--- src/hw/rtl/lrp_pkg.sv ---
// shared constants, types and helper functions of the led ring pattern controller
package lrp_pkg;

	// ring sizes and derived frame geometry
	localparam int OUTER_COUNT  = 24;
	localparam int MIDDLE_COUNT = 16;
	localparam int INNER_COUNT  = 12;
	localparam int RING_NUM     = 3;
	localparam int FRAME_LEDS   = OUTER_COUNT + MIDDLE_COUNT + INNER_COUNT;
	localparam int PERIOD       = OUTER_COUNT * MIDDLE_COUNT * INNER_COUNT;
	localparam int TIME_STEP    = 36;

	localparam int MAX_COUNT = (OUTER_COUNT >= MIDDLE_COUNT) ?
		((OUTER_COUNT >= INNER_COUNT) ? OUTER_COUNT : INNER_COUNT) :
		((MIDDLE_COUNT >= INNER_COUNT) ? MIDDLE_COUNT : INNER_COUNT);
	localparam int MIN_COUNT = (OUTER_COUNT <= MIDDLE_COUNT) ?
		((OUTER_COUNT <= INNER_COUNT) ? OUTER_COUNT : INNER_COUNT) :
		((MIDDLE_COUNT <= INNER_COUNT) ? MIDDLE_COUNT : INNER_COUNT);

	// frame time ticks per ring step (product of the other two counts)
	localparam int OTHERS_OUTER  = PERIOD / OUTER_COUNT;
	localparam int OTHERS_MIDDLE = PERIOD / MIDDLE_COUNT;
	localparam int OTHERS_INNER  = PERIOD / INNER_COUNT;
	localparam int MAX_OTHERS    = PERIOD / MIN_COUNT;

	// widths
	localparam int POS_W   = $clog2(MAX_COUNT);
	localparam int LEN_W   = POS_W + 1;
	localparam int REM_W   = $clog2(MAX_OTHERS);
	localparam int FT_W    = $clog2(PERIOD);
	localparam int SUM_W   = $clog2(PERIOD + TIME_STEP + 1);
	localparam int STEP_W  = $clog2(TIME_STEP + 1);
	localparam int IDX_W   = 6;
	localparam int COLOR_W = 8;
	localparam int KIND_W  = 3;
	localparam int CMD_W   = 8;

	// request queue, depth a power of two
	localparam int QUEUE_DEPTH = 4;
	localparam int QPTR_W      = $clog2(QUEUE_DEPTH);

	// command byte codes
	localparam logic [CMD_W-1:0] CMD_OFF    = 8'h00;
	localparam logic [CMD_W-1:0] CMD_BLINK  = 8'h01;
	localparam logic [CMD_W-1:0] CMD_ROTATE = 8'h02;
	localparam logic [CMD_W-1:0] CMD_RING1  = 8'h11;
	localparam logic [CMD_W-1:0] CMD_RING2  = 8'h12;
	localparam logic [CMD_W-1:0] CMD_RING3  = 8'h13;
	localparam logic [CMD_W-1:0] CMD_SHOW   = 8'h21;

	// component select codes of a component write
	localparam logic [COLOR_W-1:0] SEL_RED   = 8'd1;
	localparam logic [COLOR_W-1:0] SEL_GREEN = 8'd2;
	localparam logic [COLOR_W-1:0] SEL_BLUE  = 8'd3;

	localparam logic [COLOR_W-1:0] FULL_ON = 8'hFF;

	typedef enum logic [KIND_W-1:0] {
		KIND_CMD     = 3'd0,
		KIND_COMP    = 3'd1,
		KIND_RB_SEL  = 3'd2,
		KIND_RB_READ = 3'd3,
		KIND_FRAME   = 3'd4
	} kind_t;

	typedef enum logic [1:0] {
		MODE_OFF    = 2'd0,
		MODE_BLINK  = 2'd1,
		MODE_ROTATE = 2'd2,
		MODE_SHOW   = 2'd3
	} mode_t;

	typedef enum logic [1:0] {
		RING_OUTER  = 2'd0,
		RING_MIDDLE = 2'd1,
		RING_INNER  = 2'd2,
		RING_NONE   = 2'd3
	} ring_t;

	typedef enum logic [1:0] {
		COMP_RED   = 2'd0,
		COMP_GREEN = 2'd1,
		COMP_BLUE  = 2'd2
	} comp_t;

	typedef enum logic [2:0] {
		OP_MODE    = 3'd0,
		OP_COLOR   = 3'd1,
		OP_COMP    = 3'd2,
		OP_RB_SEL  = 3'd3,
		OP_RB_READ = 3'd4,
		OP_FRAME   = 3'd5
	} op_kind_t;

	typedef enum logic {
		BK_IDLE   = 1'b0,
		BK_PIXELS = 1'b1
	} back_state_t;

	typedef struct packed {
		logic [COLOR_W-1:0] red;
		logic [COLOR_W-1:0] green;
		logic [COLOR_W-1:0] blue;
	} rgb_t;

	// decoded request; a component write carries its value in rgb.red
	typedef struct packed {
		op_kind_t op;
		mode_t    mode;
		ring_t    ring;
		comp_t    comp;
		rgb_t     rgb;
	} op_t;

	typedef struct packed {
		logic push;
		op_t  op;
	} push_t;

	typedef struct packed {
		logic full;
		logic empty;
	} q_status_t;

	// ring named by a command byte
	function automatic ring_t ring_of(input logic [CMD_W-1:0] cmd);
		ring_t r;
		case (cmd)
			CMD_RING1: r = RING_OUTER;
			CMD_RING2: r = RING_MIDDLE;
			CMD_RING3: r = RING_INNER;
			default:   r = RING_NONE;
		endcase
		return r;
	endfunction

	// LED count of a ring
	function automatic logic [LEN_W-1:0] ring_len(input ring_t ring);
		logic [LEN_W-1:0] n;
		case (ring)
			RING_OUTER:  n = LEN_W'(OUTER_COUNT);
			RING_MIDDLE: n = LEN_W'(MIDDLE_COUNT);
			RING_INNER:  n = LEN_W'(INNER_COUNT);
			default:     n = LEN_W'(INNER_COUNT);
		endcase
		return n;
	endfunction

	// frame time ticks per window step of a ring
	function automatic logic [REM_W:0] ring_others(input ring_t ring);
		logic [REM_W:0] o;
		case (ring)
			RING_OUTER:  o = (REM_W+1)'(OTHERS_OUTER);
			RING_MIDDLE: o = (REM_W+1)'(OTHERS_MIDDLE);
			RING_INNER:  o = (REM_W+1)'(OTHERS_INNER);
			default:     o = (REM_W+1)'(OTHERS_INNER);
		endcase
		return o;
	endfunction

endpackage

--- src/hw/rtl/lrp_intf.sv ---
// request and response channel interfaces of the led ring pattern controller
interface lrp_req_if;
	logic                          valid;
	logic                          ready;
	logic [lrp_pkg::KIND_W-1:0]    kind;
	logic [lrp_pkg::CMD_W-1:0]     command;
	logic [lrp_pkg::COLOR_W-1:0]   byte_a;
	logic [lrp_pkg::COLOR_W-1:0]   byte_b;
	logic [lrp_pkg::COLOR_W-1:0]   byte_c;

	modport source (output valid, kind, command, byte_a, byte_b, byte_c, input ready);
	modport sink (input valid, kind, command, byte_a, byte_b, byte_c, output ready);
endinterface

interface lrp_rsp_if;
	logic                          valid;
	logic                          ready;
	logic [lrp_pkg::IDX_W-1:0]     led_index;
	logic [lrp_pkg::COLOR_W-1:0]   red;
	logic [lrp_pkg::COLOR_W-1:0]   green;
	logic [lrp_pkg::COLOR_W-1:0]   blue;
	logic                          is_readback;
	logic                          last;

	modport source (output valid, led_index, red, green, blue, is_readback, last,
		input ready);
	modport sink (input valid, led_index, red, green, blue, is_readback, last,
		output ready);
endinterface

--- src/hw/rtl/lrp_front.sv ---
// front end: accepts requests and decodes them into queue operations
module lrp_front (
	lrp_req_if.sink             req,
	input  lrp_pkg::q_status_t  qs,
	output lrp_pkg::push_t      push
);

	lrp_pkg::ring_t ring;
	logic           accept;

	assign req.ready = !qs.full;
	assign accept    = req.valid && !qs.full;
	assign ring      = lrp_pkg::ring_of(req.command);

	// classify the request; ignored requests are dropped here
	always_comb begin
		push.push          = 1'b0;
		push.op.op         = lrp_pkg::OP_MODE;
		push.op.mode       = lrp_pkg::MODE_OFF;
		push.op.ring       = ring;
		push.op.comp       = lrp_pkg::COMP_RED;
		push.op.rgb.red    = req.byte_a;
		push.op.rgb.green  = req.byte_b;
		push.op.rgb.blue   = req.byte_c;
		case (lrp_pkg::kind_t'(req.kind))
			lrp_pkg::KIND_CMD: begin
				case (req.command)
					lrp_pkg::CMD_OFF: begin
						push.push    = accept;
						push.op.mode = lrp_pkg::MODE_OFF;
					end
					lrp_pkg::CMD_BLINK: begin
						push.push    = accept;
						push.op.mode = lrp_pkg::MODE_BLINK;
					end
					lrp_pkg::CMD_ROTATE: begin
						push.push    = accept;
						push.op.mode = lrp_pkg::MODE_ROTATE;
					end
					lrp_pkg::CMD_SHOW: begin
						push.push    = accept;
						push.op.mode = lrp_pkg::MODE_SHOW;
					end
					default: begin
						push.push  = accept && (ring != lrp_pkg::RING_NONE);
						push.op.op = lrp_pkg::OP_COLOR;
					end
				endcase
			end
			lrp_pkg::KIND_COMP: begin
				push.op.op      = lrp_pkg::OP_COMP;
				push.op.rgb.red = req.byte_b;
				case (req.byte_a)
					lrp_pkg::SEL_RED: begin
						push.push    = accept && (ring != lrp_pkg::RING_NONE);
						push.op.comp = lrp_pkg::COMP_RED;
					end
					lrp_pkg::SEL_GREEN: begin
						push.push    = accept && (ring != lrp_pkg::RING_NONE);
						push.op.comp = lrp_pkg::COMP_GREEN;
					end
					lrp_pkg::SEL_BLUE: begin
						push.push    = accept && (ring != lrp_pkg::RING_NONE);
						push.op.comp = lrp_pkg::COMP_BLUE;
					end
					default: push.push = 1'b0;
				endcase
			end
			lrp_pkg::KIND_RB_SEL: begin
				push.push  = accept && (ring != lrp_pkg::RING_NONE);
				push.op.op = lrp_pkg::OP_RB_SEL;
			end
			lrp_pkg::KIND_RB_READ: begin
				push.push  = accept;
				push.op.op = lrp_pkg::OP_RB_READ;
			end
			lrp_pkg::KIND_FRAME: begin
				push.push  = accept;
				push.op.op = lrp_pkg::OP_FRAME;
			end
			default: push.push = 1'b0;
		endcase
	end

endmodule

--- src/hw/rtl/lrp_fifo.sv ---
// short operation queue between the front end and the back end
module lrp_fifo (
	input  logic               clk,
	input  logic               arst_n,
	input  lrp_pkg::push_t     push,
	input  logic               pop,
	output lrp_pkg::op_t       head,
	output lrp_pkg::q_status_t qs
);

	lrp_pkg::op_t                mem_q [lrp_pkg::QUEUE_DEPTH];
	logic [lrp_pkg::QPTR_W-1:0]  wr_ptr_q;
	logic [lrp_pkg::QPTR_W-1:0]  rd_ptr_q;
	logic [lrp_pkg::QPTR_W:0]    count_q;

	assign qs.full  = (count_q == (lrp_pkg::QPTR_W+1)'(lrp_pkg::QUEUE_DEPTH));
	assign qs.empty = (count_q == '0);
	assign head     = mem_q[rd_ptr_q];

	// entry storage
	always_ff @(posedge clk) begin
		if (push.push) begin
			mem_q[wr_ptr_q] <= push.op;
		end
	end

	// pointers and fill count
	always_ff @(posedge clk or negedge arst_n) begin
		if (!arst_n) begin
			wr_ptr_q <= '0;
			rd_ptr_q <= '0;
			count_q  <= '0;
		end else begin
			if (push.push) begin
				wr_ptr_q <= wr_ptr_q + 1'b1;
			end
			if (pop) begin
				rd_ptr_q <= rd_ptr_q + 1'b1;
			end
			if (push.push && !pop) begin
				count_q <= count_q + 1'b1;
			end else if (pop && !push.push) begin
				count_q <= count_q - 1'b1;
			end
		end
	end

	a_no_overflow: assert property (@(posedge clk) disable iff (!arst_n)
		!(push.push && qs.full))
		else $error("queue written while full");
	a_no_underflow: assert property (@(posedge clk) disable iff (!arst_n)
		!(pop && qs.empty))
		else $error("queue read while empty");
	a_count_range: assert property (@(posedge clk) disable iff (!arst_n)
		count_q <= (lrp_pkg::QPTR_W+1)'(lrp_pkg::QUEUE_DEPTH))
		else $error("queue fill count out of range");

endmodule

--- src/hw/rtl/lrp_back.sv ---
// back end: holds display state, executes operations and scans frames
module lrp_back (
	input  logic               clk,
	input  logic               arst_n,
	input  lrp_pkg::op_t       head,
	input  lrp_pkg::q_status_t qs,
	output logic               pop,
	lrp_rsp_if.source          rsp
);

	// display state
	lrp_pkg::mode_t              mode_q;
	lrp_pkg::rgb_t               color_q [lrp_pkg::RING_NUM];
	lrp_pkg::ring_t              rb_ring_q;
	logic [lrp_pkg::FT_W-1:0]    ft_q;
	logic [lrp_pkg::REM_W-1:0]   rem_q [lrp_pkg::RING_NUM];
	logic [lrp_pkg::POS_W-1:0]   start_q [lrp_pkg::RING_NUM];
	logic [lrp_pkg::STEP_W-1:0]  step_q;

	// frame scan state
	lrp_pkg::back_state_t        state_q, state_d;
	lrp_pkg::ring_t              pix_ring_q;
	logic [lrp_pkg::POS_W-1:0]   pos_q;
	logic [lrp_pkg::POS_W-1:0]   off_q;
	logic [lrp_pkg::IDX_W-1:0]   idx_q;
	logic [lrp_pkg::POS_W-1:0]   snap_start_q [lrp_pkg::RING_NUM];
	logic                        blink_q;

	// output register
	logic                        out_valid_q;
	logic [lrp_pkg::IDX_W-1:0]   out_idx_q;
	lrp_pkg::rgb_t               out_rgb_q;
	logic                        out_rb_q;
	logic                        out_last_q;

	logic                        out_free;
	logic                        emit_pix;
	logic                        emit_rb;
	logic                        pop_frame;
	logic                        wrap;
	logic [lrp_pkg::LEN_W-1:0]   pix_len;
	logic                        pix_end;
	logic                        pix_last;
	logic                        lit;
	lrp_pkg::rgb_t               pix_rgb;
	lrp_pkg::ring_t              next_ring;
	logic [lrp_pkg::POS_W-1:0]   next_off;
	logic [lrp_pkg::POS_W-1:0]   first_off;

	// offset of the first LED of a ring from the window start
	function automatic logic [lrp_pkg::POS_W-1:0] init_off(
		input logic [lrp_pkg::POS_W-1:0] start,
		input logic [lrp_pkg::LEN_W-1:0] len
	);
		logic [lrp_pkg::LEN_W-1:0] diff;
		diff = len - {1'b0, start};
		return (start == '0) ? '0 : diff[lrp_pkg::POS_W-1:0];
	endfunction

	assign out_free = !out_valid_q || rsp.ready;
	assign pop = (state_q == lrp_pkg::BK_IDLE) && (step_q == '0) && !qs.empty && out_free;
	assign pop_frame = pop && (head.op == lrp_pkg::OP_FRAME);
	assign wrap = (lrp_pkg::SUM_W'(ft_q)
		+ lrp_pkg::SUM_W'(lrp_pkg::TIME_STEP)) >= lrp_pkg::SUM_W'(lrp_pkg::PERIOD);

	// next state of the frame scan
	always_comb begin
		state_d = state_q;
		case (state_q)
			lrp_pkg::BK_IDLE: begin
				if (pop_frame) begin
					state_d = lrp_pkg::BK_PIXELS;
				end
			end
			lrp_pkg::BK_PIXELS: begin
				if (out_free && pix_last) begin
					state_d = lrp_pkg::BK_IDLE;
				end
			end
			default: state_d = lrp_pkg::BK_IDLE;
		endcase
	end

	// scan outputs: current pixel color and where the scan goes next
	always_comb begin
		pix_len   = lrp_pkg::ring_len(pix_ring_q);
		pix_end   = ({1'b0, pos_q} == (pix_len - 1'b1));
		pix_last  = pix_end && (pix_ring_q == lrp_pkg::RING_INNER);
		lit       = {1'b0, off_q} < (pix_len >> 1);
		next_ring = lrp_pkg::ring_t'(pix_ring_q + 1'b1);
		next_off  = ({1'b0, off_q} + 1'b1 == pix_len) ? '0 : off_q + 1'b1;
		first_off = init_off(snap_start_q[next_ring], lrp_pkg::ring_len(next_ring));
		emit_pix  = (state_q == lrp_pkg::BK_PIXELS) && out_free;
		emit_rb   = pop && (head.op == lrp_pkg::OP_RB_READ);
		pix_rgb   = '0;
		case (mode_q)
			lrp_pkg::MODE_OFF:    pix_rgb = '0;
			lrp_pkg::MODE_BLINK:  pix_rgb.blue = blink_q ? lrp_pkg::FULL_ON : '0;
			lrp_pkg::MODE_ROTATE: pix_rgb.blue = lit ? lrp_pkg::FULL_ON : '0;
			lrp_pkg::MODE_SHOW:   pix_rgb = color_q[pix_ring_q];
			default:              pix_rgb = '0;
		endcase
	end

	// scan counters and snapshot of the window starts
	always_ff @(posedge clk or negedge arst_n) begin
		if (!arst_n) begin
			state_q    <= lrp_pkg::BK_IDLE;
			pix_ring_q <= lrp_pkg::RING_OUTER;
			pos_q      <= '0;
			off_q      <= '0;
			idx_q      <= '0;
			blink_q    <= 1'b0;
			for (int k = 0; k < lrp_pkg::RING_NUM; k++) begin
				snap_start_q[k] <= '0;
			end
		end else begin
			state_q <= state_d;
			if (pop_frame) begin
				pix_ring_q <= lrp_pkg::RING_OUTER;
				pos_q      <= '0;
				idx_q      <= '0;
				off_q      <= init_off(start_q[lrp_pkg::RING_OUTER],
					lrp_pkg::ring_len(lrp_pkg::RING_OUTER));
				blink_q    <= ft_q > lrp_pkg::FT_W'(lrp_pkg::PERIOD / 2);
				for (int k = 0; k < lrp_pkg::RING_NUM; k++) begin
					snap_start_q[k] <= start_q[k];
				end
			end else if (emit_pix) begin
				idx_q <= idx_q + 1'b1;
				if (pix_end) begin
					pix_ring_q <= next_ring;
					pos_q      <= '0;
					off_q      <= first_off;
				end else begin
					pos_q <= pos_q + 1'b1;
					off_q <= next_off;
				end
			end
		end
	end

	// operation execution and frame timer advance
	always_ff @(posedge clk or negedge arst_n) begin
		if (!arst_n) begin
			mode_q    <= lrp_pkg::MODE_OFF;
			rb_ring_q <= lrp_pkg::RING_OUTER;
			ft_q      <= '0;
			step_q    <= '0;
			for (int k = 0; k < lrp_pkg::RING_NUM; k++) begin
				color_q[k] <= '0;
				rem_q[k]   <= '0;
				start_q[k] <= '0;
			end
		end else begin
			if (pop) begin
				case (head.op)
					lrp_pkg::OP_MODE:   mode_q <= head.mode;
					lrp_pkg::OP_COLOR:  color_q[head.ring] <= head.rgb;
					lrp_pkg::OP_COMP: begin
						case (head.comp)
							lrp_pkg::COMP_RED:   color_q[head.ring].red   <= head.rgb.red;
							lrp_pkg::COMP_GREEN: color_q[head.ring].green <= head.rgb.red;
							lrp_pkg::COMP_BLUE:  color_q[head.ring].blue  <= head.rgb.red;
							default:             color_q[head.ring].red   <= head.rgb.red;
						endcase
					end
					lrp_pkg::OP_RB_SEL: rb_ring_q <= head.ring;
					lrp_pkg::OP_FRAME: begin
						if (wrap) begin
							ft_q   <= '0;
							step_q <= '0;
							for (int k = 0; k < lrp_pkg::RING_NUM; k++) begin
								rem_q[k]   <= '0;
								start_q[k] <= '0;
							end
						end else begin
							step_q <= lrp_pkg::STEP_W'(lrp_pkg::TIME_STEP);
						end
					end
					default: ;
				endcase
			end else if (step_q != '0) begin
				// one tick of the timer per cycle, window starts follow
				ft_q   <= ft_q + 1'b1;
				step_q <= step_q - 1'b1;
				for (int k = 0; k < lrp_pkg::RING_NUM; k++) begin
					if ({1'b0, rem_q[k]} + 1'b1 == lrp_pkg::ring_others(lrp_pkg::ring_t'(k))) begin
						rem_q[k]   <= '0;
						start_q[k] <= start_q[k] + 1'b1;
					end else begin
						rem_q[k] <= rem_q[k] + 1'b1;
					end
				end
			end
		end
	end

	// output register valid
	always_ff @(posedge clk or negedge arst_n) begin
		if (!arst_n) begin
			out_valid_q <= 1'b0;
		end else if (emit_rb || emit_pix) begin
			out_valid_q <= 1'b1;
		end else if (rsp.ready) begin
			out_valid_q <= 1'b0;
		end
	end

	// output register payload
	always_ff @(posedge clk) begin
		if (emit_rb) begin
			out_idx_q  <= '0;
			out_rgb_q  <= color_q[rb_ring_q];
			out_rb_q   <= 1'b1;
			out_last_q <= 1'b1;
		end else if (emit_pix) begin
			out_idx_q  <= idx_q;
			out_rgb_q  <= pix_rgb;
			out_rb_q   <= 1'b0;
			out_last_q <= pix_last;
		end
	end

	assign rsp.valid       = out_valid_q;
	assign rsp.led_index   = out_idx_q;
	assign rsp.red         = out_rgb_q.red;
	assign rsp.green       = out_rgb_q.green;
	assign rsp.blue        = out_rgb_q.blue;
	assign rsp.is_readback = out_rb_q;
	assign rsp.last        = out_last_q;

	a_time_range: assert property (@(posedge clk) disable iff (!arst_n)
		ft_q < lrp_pkg::FT_W'(lrp_pkg::PERIOD))
		else $error("frame time beyond period");
	a_scan_ring: assert property (@(posedge clk) disable iff (!arst_n)
		(state_q == lrp_pkg::BK_PIXELS) |-> (pix_ring_q != lrp_pkg::RING_NONE))
		else $error("frame scan past the inner ring");
	a_scan_ends: assert property (@(posedge clk) disable iff (!arst_n)
		(emit_pix && pix_last) |=> (state_q == lrp_pkg::BK_IDLE))
		else $error("frame scan did not stop after its last pixel");
	a_pop_slot: assert property (@(posedge clk) disable iff (!arst_n)
		pop |-> (out_free && step_q == '0))
		else $error("operation taken while back end busy");

endmodule

--- src/hw/rtl/led_ring_pattern_controller_top.sv ---
// top level of the led ring pattern controller
// Requests enter a decoder that drops unknown kinds, commands, rings and components, then a
// four-entry queue, then the back end that holds mode, ring colors, readback select and the
// frame timer. Mode, color and select requests give no response; a readback read gives one
// response. A frame tick streams all 52 LED colors, one per cycle while the receiver is
// ready, outer ring first, with last on the final one; the pixel scan counter sets this
// figure. Unless it wraps to zero, the timer advances by 36 ticks, one tick per cycle
// alongside the scan, and the back end takes no new operation until both the scan and the
// timer advance are done. The decoder keeps taking requests while the queue has room, also
// while a response waits in the output register.
module led_ring_pattern_controller_top (
	input  logic      clk,
	input  logic      arst_n,
	lrp_req_if.sink   req,
	lrp_rsp_if.source rsp
);

	lrp_pkg::push_t     push;
	lrp_pkg::q_status_t qs;
	lrp_pkg::op_t       head;
	logic               pop;

	// decode
	lrp_front u_front (
		.req  (req),
		.qs   (qs),
		.push (push)
	);

	// queue
	lrp_fifo u_fifo (
		.clk    (clk),
		.arst_n (arst_n),
		.push   (push),
		.pop    (pop),
		.head   (head),
		.qs     (qs)
	);

	// execute
	lrp_back u_back (
		.clk    (clk),
		.arst_n (arst_n),
		.head   (head),
		.qs     (qs),
		.pop    (pop),
		.rsp    (rsp)
	);

endmodule

--- src/flat_wrapper.sv ---
// flat-port wrapper written by rule: the top's interface ports become plain ports
module led_ring_pattern_controller_top_flat 
  (clk, arst_n, req_valid, req_kind, req_command, req_byte_a, req_byte_b, req_byte_c, req_ready, rsp_valid, rsp_led_index, rsp_red, rsp_green, rsp_blue, rsp_is_readback, rsp_last, rsp_ready);
  lrp_req_if req_i ();
  lrp_rsp_if rsp_i ();
  input  logic clk;
  input  logic arst_n;
  input wire logic [$bits(req_i.valid)-1:0] req_valid;
  input wire logic [$bits(req_i.kind)-1:0] req_kind;
  input wire logic [$bits(req_i.command)-1:0] req_command;
  input wire logic [$bits(req_i.byte_a)-1:0] req_byte_a;
  input wire logic [$bits(req_i.byte_b)-1:0] req_byte_b;
  input wire logic [$bits(req_i.byte_c)-1:0] req_byte_c;
  output wire logic [$bits(req_i.ready)-1:0] req_ready;
  output wire logic [$bits(rsp_i.valid)-1:0] rsp_valid;
  output wire logic [$bits(rsp_i.led_index)-1:0] rsp_led_index;
  output wire logic [$bits(rsp_i.red)-1:0] rsp_red;
  output wire logic [$bits(rsp_i.green)-1:0] rsp_green;
  output wire logic [$bits(rsp_i.blue)-1:0] rsp_blue;
  output wire logic [$bits(rsp_i.is_readback)-1:0] rsp_is_readback;
  output wire logic [$bits(rsp_i.last)-1:0] rsp_last;
  input wire logic [$bits(rsp_i.ready)-1:0] rsp_ready;
  assign req_i.valid = req_valid;
  assign req_i.kind = req_kind;
  assign req_i.command = req_command;
  assign req_i.byte_a = req_byte_a;
  assign req_i.byte_b = req_byte_b;
  assign req_i.byte_c = req_byte_c;
  assign req_ready = req_i.ready;
  assign rsp_valid = rsp_i.valid;
  assign rsp_led_index = rsp_i.led_index;
  assign rsp_red = rsp_i.red;
  assign rsp_green = rsp_i.green;
  assign rsp_blue = rsp_i.blue;
  assign rsp_is_readback = rsp_i.is_readback;
  assign rsp_last = rsp_i.last;
  assign rsp_i.ready = rsp_ready;
  led_ring_pattern_controller_top u_core (.clk(clk), .arst_n(arst_n), .req(req_i), .rsp(rsp_i));
endmodule
--- config.mk ---
export PLATFORM = sky130hd
export DESIGN_NAME = led_ring_pattern_controller_top_flat
export DESIGN_NICKNAME = d
export VERILOG_FILES = /design/src/hw/rtl/lrp_pkg.sv /design/src/hw/rtl/lrp_intf.sv /design/src/hw/rtl/lrp_front.sv /design/src/hw/rtl/lrp_fifo.sv /design/src/hw/rtl/lrp_back.sv /design/src/hw/rtl/led_ring_pattern_controller_top.sv /design/src/flat_wrapper.sv
export SDC_FILE = /design/constraint.sdc
export NUM_CORES = 1
export LEC_CHECK = 0
export ABC_AREA = 1
export BUFFER_PORTS_ARGS = -buffer_cell sky130_fd_sc_hd__buf_2
export CORE_MARGIN = 4
export CORE_UTILIZATION = 60
export CTS_BUF_LIST = sky130_fd_sc_hd__clkbuf_16
export DETAILED_ROUTE_END_ITERATION = 7
export HOLD_SLACK_MARGIN = 0.12
export PLACE_DENSITY = 0.79
export REMOVE_ABC_BUFFERS = 1
export SYNTH_ARGS = -nofsm -noshare
export SYNTH_HDL_FRONTEND = slang
export SYNTH_SLANG_ARGS = --single-unit
--- constraint.sdc ---
create_clock -name clk -period 7.5 [get_ports clk]
set_clock_uncertainty 0.1 [all_clocks]
set_input_delay 1.5 -clock clk [delete_from_list [all_inputs] [get_ports clk]]
set_output_delay 1.5 -clock clk [all_outputs]
set_load 0.01 [all_outputs]
==> qor.yml <==
clocking:
  clockRootBuffer: "clkbuf_16"
  cts_setup_buffers: 0
  holdBufCountCts: 0
  cts_tree: "done"
  worstSkewPairLatency_ns: 0.53
  numClockSinks: 344
  cts_buffers: 38
  htree_levels: 2
  clk_pin_slew_ns: 0.06
  clock_path_buffers: 3
  cts_resized: 0
finish:
  layout-drive-gt1-share_pct: 9.96
  nNetsFinal: 2348
  area_growth_pct: 9.19
  fin_area_um2: 20300
  mostFrequentLayoutCell: "nand2_1"
  layout_common_cells: "660 x nand2_1, 238 x nor2_1, 180 x dfrtp_1"
  final_util_pct: 66.3
  final_cells: 2706
critical_path:
  cp.required_ns: 7.82
  slowest_delay_ns: 0.87
  r2r_slack_ns: 3.04
  cp.arrival_ns: 4.77
  path_cells: "buf_4, inv_4, nand2_1, a32oi_1, inv_1, ha_1, inv_1, nand4_1, nand2_1, nand2_4, inv_4, o21ai_2, nand2_1, nand2_1"
  cp-end-kind: "flop"
  cpMaxStageDelayCell: "nand4_1"
  timing.rr.start: "u_core.u_fifo.rd_ptr_q[0]"
  crit_top_cell: "nand2_1"
  critPathMaxFanout: 81
  critical_path_class: "flop to flop"
  rr_worst_depth: 14
  startpoint_type: "flop"
  r2r-end: "u_core.u_back.color_q[35]"
floorplanning:
  die_h_um: 184
  io_pins: 73
  core_area_um2: 30600
  fp.dieArea_um2: 33800
  initial_core_util_pct: 60.7
  die_w_um: 184
  row_count: 64
synthesis:
  synth_warnings: 0
  synthFlopType: "dfrtp_1"
  async_flop_share_pct: 52.3
  synth_cell_type_count: 58
  netlist_area_um2: 18600
  synth-seq-cells: 344
  synth_seq_area_share_pct: 50.3
  synth_edf_count: 156
  syn_inst: 2254
  syn_avg_cell_area_um2: 8.24
grt:
  overflow: 0
  grt_pass1_wl_um: 76800
  grt_usage_pct: 27.7
  antenna_found_initial: 0
  grt.met3_usage_pct: 4.04
  grtUsageMet2_pct: 44.1
  busiest_layer: "met2"
  grt_pass1_vias: 15100
  grt_max_degree: 82
  gr-usage-met1_pct: 39.8
min_path:
  holdPathEnd: "u_core.u_back.rsp.is_readback"
  min_from: "u_core.u_back.rsp.is_readback"
  hold_class: "flop to flop"
  holdPathStages: 2
timing:
  min_period_over_period_pct: 59.5
  rsz0062_at_grt: "no"
  period_minus_slack_ns: 4.46
  finalMaxSlewViolations: 0
  finalSetupViolations: 0
  slew_headroom_pct: 19.4
  fmax_mhz: 224
  setup-tns-final_ns: 0
  worst_slew_pin_slew_ns: 1.21
  finalHoldViolCount: 0
routing:
  vias: 16000
  post_drt_wl_per_cell_um: 17.4
  vias_per_cell: 5.90
  drtIter0Drc: 1808
  remaining_drc_errors: 0
  drt_wl_total_um: 47200
  firstDrtPassIters: 7
  antenna_left: 0
power:
  vdd_ir_drop_max_uv: 407
  p_leak_nw: 9.10
  powerDensity_nw_per_um2: 389
run_status:
  status: "finished clean"
flow_run:
  maxCapViolations: 0
place:
  dpl_cell_area_um2: 19100
  placed_cells: 2635
  portBuffers: 72
  gp_congestion: 0.924
  place_hpwl_um: 30900
[sequential cells by signal, indices dropped and copies added (netlist names), 3 cells and up]
register,flops
u_core.u_back.rsp.blue,8
u_core.u_back.off_q,5
u_core.u_back.rem_q,27
u_core.u_back.ft_q,13
u_core.u_fifo.mem_q,132
u_core.u_back.color_q,72
u_core.u_back.rsp.led_index,6
u_core.u_back.rsp.green,8
u_core.u_back.step_q,6
u_core.u_back.snap_start_q,15
u_core.u_back.rsp.red,8
u_core.u_back.pos_q,5
u_core.u_back.idx_q,6
u_core.u_fifo.count_q,3
u_core.u_back.start_q,15
[Yosys cell counts, drive strengths merged (2+ instances only)]
master / count / area share (%)
nor2: 253 / 5.5
nor3: 29 / 0.81
ha: 29 / 2.0
or2: 5 / 0.17
dfxtp: 8 / 0.86
a21oi: 106 / 3.0
o21bai: 4 / 0.16
xnor2: 12 / 0.57
nand3: 137 / 4.1
a31oi: 5 / 0.17
o31ai: 11 / 0.44
nand2: 683 / 14
a2bb2oi: 19 / 0.90
nor4: 3 / 0.10
clkbuf: 53 / 1.1
a32o: 11 / 0.59
xor2: 23 / 1.1
o22ai: 13 / 0.44
inv: 169 / 3.5
nand3b: 6 / 0.26
a22oi: 12 / 0.48
edfxtp: 156 / 25
o21a: 2 / 0.081
o21ai: 214 / 5.8
o211ai: 15 / 0.61
buf: 51 / 1.8
dfrtp: 180 / 24
and3: 5 / 0.17
nand4: 23 / 0.81
mux2: 7 / 0.42
a32oi: 2 / 0.094
[power breakdown]
part | switching (W) | total, W | leakage [nW] | internal [W]
clock network | 0.000764 | 0.00183 | 0.625 | 0.00107
logic | 0.00228 | 0.00329 | 4.76 | 0.00102
registers | 0.000359 | 0.00276 | 3.71 | 0.00240
total | 0.00340 | 0.00789 | 9.10 | 0.00449
[kinds of logic (layout without fill, tap and decap cells)]
group	Yosys count	after routing	share of synthesized area [%]
flip-flops	344	344	50.3
other	0	1	0
AND/OR/NAND/NOR	1146	1146	26.2
adder cells (fa/ha/maj)	30	30	2.06
buffers and inverters	274	329	6.33
multiplexers	7	7	0.424
XOR/XNOR	35	35	1.65
AO/OA/AOI/OAI	418	418	13.0
[per-layer routing]
metal,part of all wire [%],wire length (um)
met1,43,20400
met2,46,21500
met3,8.5,4000
met4,2.5,1200
met5,0,0
[worst max-delay path by stage]
| stage | from | endpoint | slack, ns |
|---|---|---|---|
| after floorplan | req_kind[2] | u_core.u_fifo.mem_q[0][0] | 3.09 |
| after global placement | rsp_ready | u_core.u_back.ft_q[8] | 3.07 |
| after detailed placement | rsp_ready | u_core.u_back.rem_q[19] | 2.95 |
| after CTS | u_core.u_fifo.rd_ptr_q[0] | u_core.u_back.color_q[35] | 3.18 |
| after global routing | u_core.u_fifo.rd_ptr_q[0] | u_core.u_back.color_q[10] | 2.79 |
| final | u_core.u_fifo.rd_ptr_q[0] | u_core.u_back.color_q[35] | 3.04 |
[cell type report]
class / count / area [um^2]
Fill cell: 2508 / 10300
Tap cell: 396 / 495
Antenna cell: 1 / 2.50
Sequential cell: 344 / 9350
Clock buffer: 38 / 951
Multi-Input combinational cell: 1636 / 8070
Inverter: 170 / 651
Clock inverter: 32 / 274
Timing Repair Buffer: 89 / 494
[critical path, delay by kind of cell (launching register included)]
kind                     cells  cell delay [ns]
AND/OR/NAND/NOR              6             1.72
AO/OA/AOI/OAI                2             0.46
flip-flops                   1             0.35
buffers and inverters        5             1.29
adder cells (fa/ha/maj)      1             0.35
[metrics by stage]
stage               hold WS, ns  worst slack (ns)  power (W)
finish                    0.351              3.04    0.00789
floorplan                 0.342              3.09    0.00499
global placement          0.336              3.07    0.00588
CTS                       0.351              3.18    0.00785
global route              0.364              2.79    0.00840
detailed placement        0.336              2.95    0.00600
No activity file was read; power rests on OpenSTA's default activity.
